**config.mk**
```make
export PLATFORM = sky130hd
export DESIGN_NAME = pqe_div
export DESIGN_NICKNAME = d
export VERILOG_FILES = /design/src/hw/rtl/pqe_div.sv
export SDC_FILE = /design/constraint.sdc
export NUM_CORES = 1
export LEC_CHECK = 0
export BUFFER_PORTS_ARGS = -buffer_cell sky130_fd_sc_hd__buf_2
export CORE_AREA = 3 3 96 98
export CTS_BUF_LIST = sky130_fd_sc_hd__clkbuf_4 sky130_fd_sc_hd__clkbuf_8
export CTS_CLUSTER_DIAMETER = 150
export CTS_CLUSTER_SIZE = 14
export DETAILED_ROUTE_END_ITERATION = 16
export DIE_AREA = 0 0 99 101
export PLACE_DENSITY = 0.79
export SETUP_SLACK_MARGIN = 0.02
export SYNTH_ARGS = -nofsm -noshare
export SYNTH_HDL_FRONTEND = slang
export SYNTH_SLANG_ARGS = --single-unit
```
**constraint.sdc**
```tcl
create_clock -name clk_i -period 6.2 [get_ports clk_i]
set_input_delay 0.62 -clock clk_i [delete_from_list [all_inputs] [get_ports clk_i]]
set_output_delay 0.62 -clock clk_i [all_outputs]
set_load 0.05 [all_outputs]
```
**src/hw/rtl/pqe_div.sv**
```systemverilog
// ----------------------------------------------------------------------------
// pqe_div
// Restoring unsigned divider, one quotient bit per cycle.
// ----------------------------------------------------------------------------
module pqe_div #(
  parameter int unsigned DW = 24,
  parameter int unsigned VW = 24
) (
  input  logic          clk_i,
  input  logic          rst_ni,
  input  logic          start_i,
  input  logic [DW-1:0] dividend_i,
  input  logic [VW-1:0] divisor_i,
  output logic          done_o,
  output logic [DW-1:0] quot_o
);

  localparam int unsigned CW = $clog2(DW + 1);

  logic [VW:0]   rem_q, rem_d;
  logic [DW-1:0] quo_q, quo_d;
  logic [VW-1:0] div_q;
  logic [CW-1:0] cnt_q, cnt_d;
  logic          busy_q, busy_d, done_q, done_d;
  logic [VW:0]   trial;

  assign trial = {rem_q[VW-1:0], quo_q[DW-1]};

  always_comb begin
    rem_d  = rem_q;
    quo_d  = quo_q;
    cnt_d  = cnt_q;
    busy_d = busy_q;
    done_d = 1'b0;
    if (start_i) begin
      rem_d  = '0;
      quo_d  = dividend_i;
      cnt_d  = CW'(DW);
      busy_d = 1'b1;
    end else if (busy_q) begin
      if (trial >= {1'b0, div_q}) begin
        rem_d = trial - {1'b0, div_q};
        quo_d = {quo_q[DW-2:0], 1'b1};
      end else begin
        rem_d = trial;
        quo_d = {quo_q[DW-2:0], 1'b0};
      end
      cnt_d = cnt_q - 1'b1;
      if (cnt_q == CW'(1)) begin
        busy_d = 1'b0;
        done_d = 1'b1;
      end
    end
  end

  always_ff @(posedge clk_i or negedge rst_ni) begin
    if (!rst_ni) begin
      cnt_q  <= '0;
      busy_q <= 1'b0;
      done_q <= 1'b0;
    end else begin
      cnt_q  <= cnt_d;
      busy_q <= busy_d;
      done_q <= done_d;
    end
  end

  always_ff @(posedge clk_i) begin
    rem_q <= rem_d;
    quo_q <= quo_d;
    if (start_i) begin
      div_q <= divisor_i;
    end
  end

  assign done_o = done_q;
  assign quot_o = quo_q;

endmodule

```
* Word-level counts from Yosys, hierarchy flattened
Cells that the tools add are included.
** Cells by class
- $add $sub $neg :: 2
- Magnitude comparators :: 1
- Eq/ne operators :: 1
- Multiplexer cells :: 12
- Reductions and logical operators :: 1
** Operator list (number)
- $mux 24 :: 3
- $ge 25x24->1 :: 1
- $sub 24x24->24 :: 1
- $mux 5 :: 2
- $mux 1 :: 7
- $eq 5x1->1 const B :: 1
- $sub 5x1->5 const B :: 1
- $reduce_bool 2->1 :: 1
** Storage, ports and cells
- Register bits after elaboration :: 79
- Input bits :: 51
- Output and inout bits :: 25
- Word-level logic and storage cells :: 23

* Longest topological paths before layout
- Depth in word-level cells :: 4
- Mapped depth :: 12
- Depth with buffers taken out :: 12

* Worst setup path after synthesis
OpenSTA, ideal clock, no wires.
- Path type :: register to register
- Start point :: reg quo_q[23] (netlist: quot_o[23])
- End point :: reg rem_q[22]
- Library setup time :: 87 ps
- Data arrival time :: 2888 ps
- Data required time :: 6113 ps
- Setup slack :: 3225 ps
- Cell stages (with the launch flop) :: 13
- Path buffers :: 0
- Clock period less this slack :: 2975 ps
- Cell sequence :: edfxtp_1 -> inv_1 -> ha_1 -> fa_1 -> nor2b_1 -> o2111ai_1 -> a31oi_1 -> a21oi_1 -> o31ai_2 -> a221o_1 -> a21oi_1 -> xor2_1 -> o31ai_1
** On the way
- Cells in the longest elaborated chain, start to end :: 2
- Elaborated cells on any way between the ends :: 3
- Classes of those cells :: 1 x add/sub; 1 x order compare; 1 x mux
** RTL lines
- start: declaration :: line 21 : logic [DW-1:0] quo_q, quo_d;
- start signal: assignment :: line 70 : quo_q <= quo_d;
- $sub 24x24->24 / $ge 25x24->1 (equally long branches) :: line 42, 41
- $mux 24 (*) :: line 41 : if (trial >= {1'b0, div_q}) begin
- end signal: assignment :: line 69 : rem_q <= rem_d;
- end: declaration :: line 20 : logic [VW:0] rem_q, rem_d;
Every way passes the cells marked *; elsewhere a longest branch is shown, timed or not.
A chain may end at the register's enable or synchronous reset.

* Worst setup path after layout
- Start point :: reg div_q[6]
- End point :: reg rem_q[19]
** On the way
- Cells in the longest elaborated chain, start to end :: 2
- Elaborated cells on any way between the ends :: 3
- Classes of those cells :: 1 x add/sub; 1 x order compare; 1 x mux
** RTL lines
- start: declaration :: line 22 : logic [VW-1:0] div_q;
- start signal: assignment :: line 72 : div_q <= divisor_i;
- $sub 24x24->24 / $ge 25x24->1 (equally long branches) :: line 42, 41
- $mux 24 (*) :: line 41
Marks and branches as above.

==> results.toml <==
[sta]
finalSetupViolCount = 0
fin_crit_ns = 3.15
tightest_slew_ns = 0.950
hold_viol_final = 0
grt_setup_unrepaired = "no"
slew_headroom_pct = 36.7
slew_viol_final = 0
skew_ns = 0.0103
final.setup.tns_ns = 0
hold_slack_ns = 0.0779
fmax_mhz = 317
fin_crit_sh_pct = 50.8

[clocking]
clk_latency_ns = 0.35
htreeDepth = 3
cts_buffer_depth = 2
cts_inserted_buffers = 9
cts_resized = 0
postCtsHoldBufs = 0
clock-sinks = 79
clk_pin_slew_ns = 0.09
cts_root_buf = "clkbuf_8"
cts_tree = "yes"
cts_setup_buffers = 0

[die]
die_y_um = 101
die_x_um = 99
io_pins = 76
die_area_um2 = 10000
num_rows = 34
start_util_pct = 50.4
fp.coreArea_um2 = 8550

[grt]
grtUsageTotal_pct = 18.5
grt_overflow = 0
antenna_found_initial = 0
grt_max_degree = 60
grt_pass1_wl_um = 15100
grt_pass1_vias = 3255

[yosys]
synth_edf_count = 48
ys_seq_area_share_pct = 48.7
synthCells = 398
async_flop_share_pct = 8.86
synth-simple-area-share_pct = 11.5
syn_area_per_cell_um2 = 10.8
synthXorXnorAreaFrac_pct = 5.28
ys.flop_type = "edfxtp_1"
synthTopCellsByArea = "edfxtp_1 33%, dfxtp_1 11%, ha_1 7.5%"
synth_seq_cells = 79
synth_top_family_by_area = "compound AO/OA/AOI/OAI gates"
ys_types = 57
syn_nets = 476
synth_warnings = 0
syn-cell-area_um2 = 4310
synth.largest_area_cell = "edfxtp_1"
synth_top_area_share_pct = 33.4
synthMuxAreaShare_pct = 7.64
synth_compound_area_share_pct = 14.5
synthAdderAreaFrac_pct = 8.01

[setup_path]
timing.critical_path.arrival_ns = 3.40
cp-end-kind = "register"
start_kind = "register"
worstPathMaxFanout = 21
worst-setup-path-type = "register to register"
crit_required_ns = 6.45

[final_layout]
layout_common_cells = "75 x buf_2, 48 x edfxtp_1, 40 x nand2_1, 29 x inv_1, 28 x nor2_1"
fill_cells = 741
num_antenna_cells = 0
layout_commonest_cell = "buf_2"
drive_above_1_share_pct = 26.9
area_delta_synth_final_pct = 15.2
finish.utilization_pct = 58.1
fin_nets = 549

[power_and_ir_drop]
p_total_mw = 1.22
leakage_nw = 2.14
p_per_area_nw_per_um2 = 245
ir_worst_vdd_mv = 0.109

[job]
cap_violations = 0

[detailed_routing]
drt-met1-wl_um = 3880
ant_nets = 0
totalWireLength_um = 8880
vias = 3202
routed-wl-met3_um = 422
maxUsedRoutingLayer = "met4"
first_iter_violations = 149
wire_per_inst_um = 15.2
drt_pass1_iterations = 4
post-route-drc-count = 0
vias_per_cell = 5.48
met2WireLength_um = 4400

[placed_design]
portBuffers = 75
gp_congestion = 0.852
dpl.hpwl_um = 6340

[status]
outcome = "finished clean"

[min_path]
hp-class = "input port to async pin"
## cells by family (layout without fill, tap and decap cells)
group,Yosys count,in the layout
AOI/OAI and AO/OA,86,86
xor gates and xnor gates,26,26
adders and majority gates,27,27
buffers and inverters,47,125
DFF,79,79
muxes,30,30
and+or+nand+nor,103,103
## state kept, by name, summed over array words and instances, names as in the netlist
name,flops
cnt_q,5
div_q,24
busy_q,1
rem_q,24
done_o,1
quot_o,24
## per-stage QoR
stage / cell area (um2) / cells / setup slack [ns]
floorplan: 4310 / 398 / 3.23
global placement: 4770 / 568 / 3.21
detailed placement: 4770 / 568 / 3.11
CTS: 4970 / 584 / 3.02
global route: 4970 / 584 / 2.78
finish: 4970 / 584 / 3.05
## per-layer routing
layer,GRT usage (%),vias to the layer above
met5,0,-
met4,7.46,0
met3,4.29,19
met2,30.6,84
met1,23.3,1508
li1,-,1591
## critical path, cell delays in order, from the launching register on
cell,delay (ns)
edfxtp_1,0.34
inv_1,0.04
ha_1,0.38
and4_1,0.27
nor2b_1,0.31
a211oi_4,0.14
o211ai_2,0.19
and2_4,0.18
o21a_1,0.76
nand2_1,0.14
a311oi_1,0.31
## Yosys cell counts, types with 8 or more instances
cell / n
inv_1: 29
nand2_1: 40
a21oi_1: 20
clkbuf_1: 9
edfxtp_1: 48
a21o_1: 9
nor2_1: 28
dfxtp_1: 24
ha_1: 26
xnor2_1: 15
mux2_2: 23
xor2_1: 11
a211oi_1: 8
a311oi_1: 10
## worst paths after layout
| path | end | cells after the start | startpoint | slack [ns] |
|---|---|---|---|---|
| worst max register to register | rem_q[19] | 10 | div_q[6] | 3.05 |
| worst max-delay path | rem_q[19] | 10 | div_q[6] | 3.05 |
| min in group clk_i | div_q[0] | 1 | divisor_i[0] | 0.44 |
| max in group asynchronous | cnt_q[3] | 1 | rst_ni | 5.96 |
| worst min-delay path | cnt_q[2] | 1 | rst_ni | 0.08 |
| worst min register to register | rem_q[16] | 2 | rem_q[16] | 0.51 |
## layout make-up
type                       instances  area (um2)  share of cell area, %
clock buffer                       9         124                   2.49
tap                              108         135                   2.72
clock inverter                     7        71.3                   1.44
inverter                          31         116                   2.34
multi-input combinational        272        2020                   40.8
timing repair buffer              78         398                   8.01
sequential                        79        2100                   42.2
## power by group
part	internal [mW]	switching (mW)	total, mW
clock	0.187	0.195	0.382
sequential	0.598	0.0193	0.617
combinational	0.0803	0.138	0.218
total	0.865	0.352	1.22
(Power assumes the default switching activity.)
