==> src/hw/rtl/pqe_pkg.sv <==
// ----------------------------------------------------------------------------
// pqe_pkg
// Shared types, constants and rounding helpers of the P/Q estimator.
// ----------------------------------------------------------------------------
package pqe_pkg;

  localparam int unsigned RingDepthDef    = 512;
  localparam int unsigned SampleRateHzDef = 16000;

  localparam int unsigned CoefW  = 24;
  localparam int unsigned NumCoef = 8;
  localparam int unsigned CfgIdxW = 3;

  // register indexes
  localparam logic [CfgIdxW-1:0] IdxFreqB0  = 3'd0;
  localparam logic [CfgIdxW-1:0] IdxFreqB1  = 3'd1;
  localparam logic [CfgIdxW-1:0] IdxFreqA1  = 3'd2;
  localparam logic [CfgIdxW-1:0] IdxPowerB0 = 3'd3;
  localparam logic [CfgIdxW-1:0] IdxPowerB1 = 3'd4;
  localparam logic [CfgIdxW-1:0] IdxPowerB2 = 3'd5;
  localparam logic [CfgIdxW-1:0] IdxPowerA1 = 3'd6;
  localparam logic [CfgIdxW-1:0] IdxPowerA2 = 3'd7;

  localparam int unsigned MacAW   = 25;
  localparam int unsigned MacBW   = 33;
  localparam int unsigned MacAccW = 64;

  localparam logic signed [MacAW-1:0] HzScale = 25'sd166886;
  localparam logic signed [23:0] FreqGate  = 24'sd35840;   // 35 Hz in 1/1024 Hz
  localparam logic signed [33:0] QLimit    = 34'sd32000;

  typedef enum logic [3:0] {
    ST_CLEAR, ST_IDLE, ST_MAC, ST_DRAIN, ST_TAKE, ST_DIV_GO, ST_DIV_WAIT,
    ST_RING_WR, ST_RING_RA, ST_RING_RD, ST_DONE
  } pqe_state_e;

  typedef enum logic [2:0] {
    PH_X, PH_F, PH_P, PH_Q, PH_BP, PH_BQ
  } pqe_phase_e;

  typedef struct packed {
    logic en;
    logic clr;
    logic sub;
  } pqe_mac_ctl_t;

  function automatic logic [2:0] phase_terms(pqe_phase_e ph);
    case (ph)
      PH_F:           phase_terms = 3'd3;
      PH_BP, PH_BQ:   phase_terms = 3'd5;
      default:        phase_terms = 3'd1;
    endcase
  endfunction

  // (acc + 2^21) >> 22, floor shift
  function automatic logic signed [MacAccW-1:0] rnd22(logic signed [MacAccW-1:0] acc);
    rnd22 = (acc + 64'sd2097152) >>> 22;
  endfunction

endpackage

==> src/hw/rtl/pqe_mac.sv <==
// ----------------------------------------------------------------------------
// pqe_mac
// Shared multiply-accumulate: registered product, then add or subtract.
// ----------------------------------------------------------------------------
module pqe_mac import pqe_pkg::*; (
  input  logic                       clk_i,
  input  logic                       rst_ni,
  input  pqe_mac_ctl_t               ctl_i,
  input  logic signed [MacAW-1:0]    a_i,
  input  logic signed [MacBW-1:0]    b_i,
  output logic signed [MacAccW-1:0]  acc_o
);

  localparam int unsigned PW = MacAW + MacBW;

  pqe_mac_ctl_t               ctl_q;
  logic signed [PW-1:0]       prod_q;
  logic signed [MacAccW-1:0]  acc_q, acc_d, prod_ext;

  assign prod_ext = MacAccW'(prod_q);

  always_comb begin
    acc_d = acc_q;
    if (ctl_q.en) begin
      acc_d = (ctl_q.clr ? '0 : acc_q) + (ctl_q.sub ? -prod_ext : prod_ext);
    end
  end

  always_ff @(posedge clk_i or negedge rst_ni) begin
    if (!rst_ni) begin
      ctl_q <= '0;
    end else begin
      ctl_q <= ctl_i;
    end
  end

  always_ff @(posedge clk_i) begin
    prod_q <= a_i * b_i;
    acc_q  <= acc_d;
  end

  assign acc_o = acc_q;

endmodule

==> config.mk <==
export PLATFORM = sky130hd
export DESIGN_NAME = pqe_mac
export DESIGN_NICKNAME = d
export VERILOG_FILES = /design/src/hw/rtl/pqe_pkg.sv /design/src/hw/rtl/pqe_mac.sv
export SDC_FILE = /design/constraint.sdc
export NUM_CORES = 2
export LEC_CHECK = 0
export BUFFER_PORTS_ARGS = -buffer_cell sky130_fd_sc_hd__clkbuf_2
export CAP_MARGIN = 0
export CORE_ASPECT_RATIO = 1.75
export CORE_UTILIZATION = 55
export DETAILED_ROUTE_END_ITERATION = 6
export GPL_TIMING_DRIVEN = 1
export PLACE_DENSITY = 0.72
export SYNTH_ARGS = -nofsm -noshare
export SYNTH_HDL_FRONTEND = slang
export SYNTH_SLANG_ARGS = --single-unit
==> constraint.sdc <==
create_clock -name clk_i -period 11.9 [get_ports clk_i]
set_input_delay 1.19 -clock clk_i [delete_from_list [all_inputs] [get_ports clk_i]]
set_output_delay 1.19 -clock clk_i [all_outputs]
set_load 0.05 [all_outputs]
### Word level (Yosys, flattened, before mapping)

Index checks and enable logic that the tools add are counted.

* register bits after elaboration: 125
* input port bits: 63
* output and inout bits: 64
* logic and storage cells: 10

* add/sub/neg operators: 2
* multipliers: 1
* mux-type cells: 2

Operators by type and width (number)
* 64-bit 2-to-1 mux: 2
* 64-bit adder: 1
* 64-bit negator: 1
* 25-bit by 33-bit multiplier with 58-bit output: 1

### Logic depth before layout (Yosys ltp)

* depth after elaboration: 3
* depth in mapped cells: 28
* gate-level depth less buffers: 26

### Worst setup path after synthesis

No wires, ideal clock.

* path kind: input port to flip-flop
* start point: input b_i[23]
* end point: register prod_q[44]
* library setup time: 124 ps
* arrival: 7923 ps
* data required time: 11776 ps
* setup slack: 3853 ps
* stages on the path: 26
* buffers on the path: 2
* cells stage by stage: clkbuf_1 > nand2_1 > fa_1 > inv_1 > fa_1 > inv_1 > fa_1 > fa_1 > inv_1 > fa_1 > fa_1 > inv_1 > fa_1 > inv_1 > ha_1 > clkbuf_1 > a21oi_1 > o21ai_0 > a2111oi_0 > a221oi_1 > a2111oi_2 > o21ai_1 > a311oi_1 > o21ai_1 > a21oi_1 > xnor2_1

* longest elaborated chain between the ends: 1

Ends and longest elaborated chain
* from (decl): line pqe_mac.sv:10 `input logic signed [MacBW-1:0] b_i,`
* 25-bit by 33-bit multiplier with 58-bit output: line pqe_mac.sv:38 `prod_q <= a_i * b_i;`
* to (signal assigned): line pqe_mac.sv:38
* to (decl): line pqe_mac.sv:17 `logic signed [PW-1:0] prod_q;`

Every way passes these cells.
A chain may end at the register's enable or synchronous reset.

### Worst setup path after layout

* start point: input a_i[24]
* end point: register prod_q[44]

* longest elaborated chain between the ends: 1

Ends and longest elaborated chain
* from (decl): line pqe_mac.sv:9 `input logic signed [MacAW-1:0] a_i,`
* 25-bit by 33-bit multiplier with 58-bit output: line pqe_mac.sv:38

Every way passes these cells.

==> metrics.md <==
| Metric | Value |
|---|---|
| Post-layout worst setup margin | 3010 ps |
| RSZ-0062 raised after global routing | false |
| First-pass GRT wire length | roughly 170,000 um |
| Highest metal layer with signal wires | met5 |
| Initial core utilization | 0.557 |
| Pin slew with the least headroom to its limit | 1070 ps |
| Antenna Nets Post-Route | 0 |
| Remaining max-slew budget at the tightest pin | 0.286 |
| Critical path, cell by cell | clkbuf_2, inv_1, nor2_1, fa_1, fa_1, fa_1, fa_1, fa_1, fa_1, inv_1, fa_1, inv_1, ha_1, a21oi_1, o21ai_0, a2111oi_0, a221oi_1, a2111oi_2, o21ai_1, a311oi_1, o21ai_1, a21oi_1, xnor2_1 |
| Async set or reset register ratio after synthesis | 0.0240 |
| Sequential share of the synthesized area | 0.0850 |
| Routed wire length per instance | 21.8 um |
| Hold bufs inserted after CTS | 0 |
| Area inside the core boundary | between 60,000 and 70,000 um^2 |
| Initial DRC Count | 1,545 |
| Unique masters post-synth | 74 |
| Number of buffers created by CTS | 17 |
| Number of buffers on the longest clock path | 2 |
| Class of the most critical setup path | in2reg |
| Parity-gate share of the synthesized area counting xor and xnor cells | 0.0438 |
| Number of synthesized register bits | 125 |
| Synth area leaders | fa_1, inv_1, ha_1 |
| Post-detail-place hpwl | approximately 83,000 um |
| Post-Route Skew | ~9.6 ps |
| Element type at the critical path start | input pin |
| Die area | between 60,000 and 70,000 um^2 |
| Global-route total usage across every layer | 0.331 |
| TNS Setup | 0 ps |
| Setup fix buffers added after clock tree synthesis | 0 |
| First-pass iteration count of the detailed router | 7 |
| Adder-Cell Fraction of Synth Area | 0.529 |
| Largest family of logic cells by synthesized area | adder cells |
| Final-stage net count | roughly 5,000 |
| Number of antenna violations at the first check in global routing | 3 |
| Arr. time, crit path | 9250 ps |
| Synth Area per Inst | a little over 9 um^2 |
| Resized cells post-CTS | 0 |
| H-tree level count | 4 |
| GRT Residual Overflow | 0 |
| Filler cell count in the final layout | 5,964 |
| Run status | finished with violations |
| Die height | ~350 um |
| Cell class contributing the biggest share of worst-path delay | adder cells |
| Class of the tightest hold or removal check | in2async |
| Worst-skew pair later-pin latency | between 400 and 500 ps |
| Top-level I/O count | 127 |
| Placement Rows | approximately 130 |
| Met2 routed WL | 55,900 um |
| Count of buffers inserted at the top-level ports | roughly 130 |
| Net count after synthesis | between 5,000 and 6,000 |
| Endpoint type of the worst setup path | flip-flop |
| Share of layout cells above drive strength 1 | 0.0515 |
| Top FF cell, synth | edfxtp_1 |
| Top fanout value on the critical path | 23 |
| Area share of and/or/nand/nor cells after synthesis | 0.164 |
| Number of instances in the synthesized netlist | ~4,000 |
| Worst stage delay on the critical path | ~900 ps |
| Count of clock tree sinks | approximately 130 |
| Met1 wire length | between 30,000 and 40,000 um |
| Count of warnings emitted by yosys | 0 |
| Final-report max-slew violation count | 0 |
| Met3 routed wirelength | roughly 6100 um |
| Chip Width | 198 um |
| Maximum Capacitance Violations | 0 |
| CP most frequent cell | fa_1 |
| Worst-path clk slew | 60 ps |
| Buffer cell driving the clock tree root | clkbuf_16 |
| Number of flops mapped to enable cells by yosys | 64 |
| Final routed wirelength across all metal layers | ~110,000 um |
| Failing checks | DRC |
| Setup WS pre-CTS | between 2000 and 3000 ps |
| Number of hold violations in the final report | 0 |
| WP buf/inv | 4 |
| Number of endpoints failing setup at the final stage | 0 |
| Fmax achieved | approximately 110 MHz |
| Depth of the worst register-to-register path | 18 |
| Area grow syn2layout | 4.67% |
| Shortest clock period the worst path allows after layout | slightly below 9000 ps |
| Vias per std cell | around 5.7 |
| Final Cycle Share | 0.747 |
| Reg-to-reg slack, setup | between 5000 and 6000 ps |
| Area of the mapped netlist | ~37,000 um^2 |
| Multiplexer fraction of the synthesized cell area | 0.000640 |
| Largest net degree at the start of global routing | 65 |
| Terminus of the critical flop-to-flop path | acc_o[63] |
| Compound-cell area share of the yosys netlist | 0.0754 |
| Via count of the first global-routing pass | approximately 31,000 |
| Required time of the critical path | 12,260 ps |
| Clock tree from TritonCTS | yes |
| Remaining DRCs | 1 |
| Post-synth top area share | 0.454 |
| Final weighted congestion in routability-driven placement | roughly 0.91 |
| Start of the worst register-to-register path | prod_q[15] |
| Synth area leader | fa_1 |
| Via count | 27,876 |
| Cell with the largest stage delay on the worst path | inv_1 |
metal layers:
layer	up-vias	track usage
met1	14203	0.324
met4	2	0.285
li1	12037	-
met2	1130	0.596
met3	504	0.0522
met5	-	0
cell usage after synthesis (8+ instances only):
library cell and number:
nor2_1 67, nand2_1 459, a211oi_1 11, nand3_1 30
or2_2 9, or4_1 8, o31ai_1 17, and2_1 414
nand4_1 19, o21a_1 11, a21o_1 71, nor2b_1 75
xnor2_1 141, edfxtp_1 64, dfxtp_1 58, clkbuf_1 180
and3_1 12, o41ai_1 10, ha_1 221, xor2_1 43
fa_1 843, nor3_1 17, o211ai_1 18, nand2b_1 35
inv_1 827, a31oi_1 15, a21oi_1 124, o21bai_1 12
or3_1 12, o21ai_0 85
cell usage in the layout (no fill, tap or decap), drive strengths merged, types with 6 or more instances in the layout:
cell and n:
nand4 20, o21ai 92, inv 833, a21o 71, nor2 68, xor2 43, o21a 12, dfxtp 58
nand3 31, o41ai 11, a211oi 11, o211ai 18, nor3 18, nand2 459, clkinv 6, fa 843
or2 10, or4 12, clkbuf 145, edfxtp 64, nor2b 75, buf 11, a31oi 15, nand2b 35
a21oi 126, and2 414, and3 12, xnor2 142, ha 221, or3 13, o21bai 12, o31ai 20
registers in the layout, indices dropped and copies added (netlist names):
name    cells
prod_q     58
ctl_q       3
acc_o      64
cell type report:
| class | count | area, um^2 | share of cell area |
|---|---|---|---|
| antenna | 1 | 2.50 | 0.0000644 |
| clock buffer | 19 | 475 | 0.0122 |
| clock inverter | 13 | 125 | 0.00322 |
| inverter | 827 | 3100 | 0.0799 |
| multi-input combinational | 2861 | 30200 | 0.776 |
| sequential | 125 | 3160 | 0.0814 |
| tap | 889 | 1110 | 0.0286 |
| timing repair buffer | 137 | 713 | 0.0183 |
worst reg2reg max path, cell delays in order (launching register included):
cell	delay, ps
dfxtp_1	330
or4_1	600
or4_1	450
or2_2	340
or3_4	420
or4_4	470
or2_4	290
o21ai_1	150
xnor2_1	90
ha_1	450
and2_1	330
nand3_1	140
a31oi_1	190
a31o_2	210
and3_1	200
nor4b_1	90
o41ai_1	750
a21oi_1	210
xnor2_1	180
stage by stage:
step / instance area, um^2 / util / instances / hold WS, ps
global route: 38900 / 0.583 / 4871 / 541
global placement: 38300 / 0.574 / 4839 / 669
finish: 38900 / 0.583 / 4872 / 545
floorplan: 37100 / - / 3998 / 546
CTS: 38900 / 0.583 / 4871 / 537
detailed placement: 38300 / 0.574 / 4839 / 670
kinds of logic (layout without fill, tap and decap cells):
kind of cell | count (synthesis) | count (layout)
simple gates | 1179 | 1179
other cells | 0 | 1
buf+inv | 1012 | 996
compound gates | 431 | 431
mux | 2 | 2
fa+ha+maj | 1064 | 1064
xor+xnor | 185 | 185
flops | 125 | 125
how the worst max path moves through the flow:
stage                             to     from  cells after the start
after floorplan           prod_q[44]  b_i[23]                     26
final                     prod_q[44]  a_i[24]                     23
after global routing      prod_q[44]  a_i[24]                     23
after detailed placement  prod_q[44]  a_i[24]                     23
after global placement    prod_q[44]  a_i[24]                     23
after CTS                 prod_q[44]  a_i[24]                     23
Power is not shown: default switching activity piles up to over one toggle a cycle in this logic, so the estimate is an artifact.
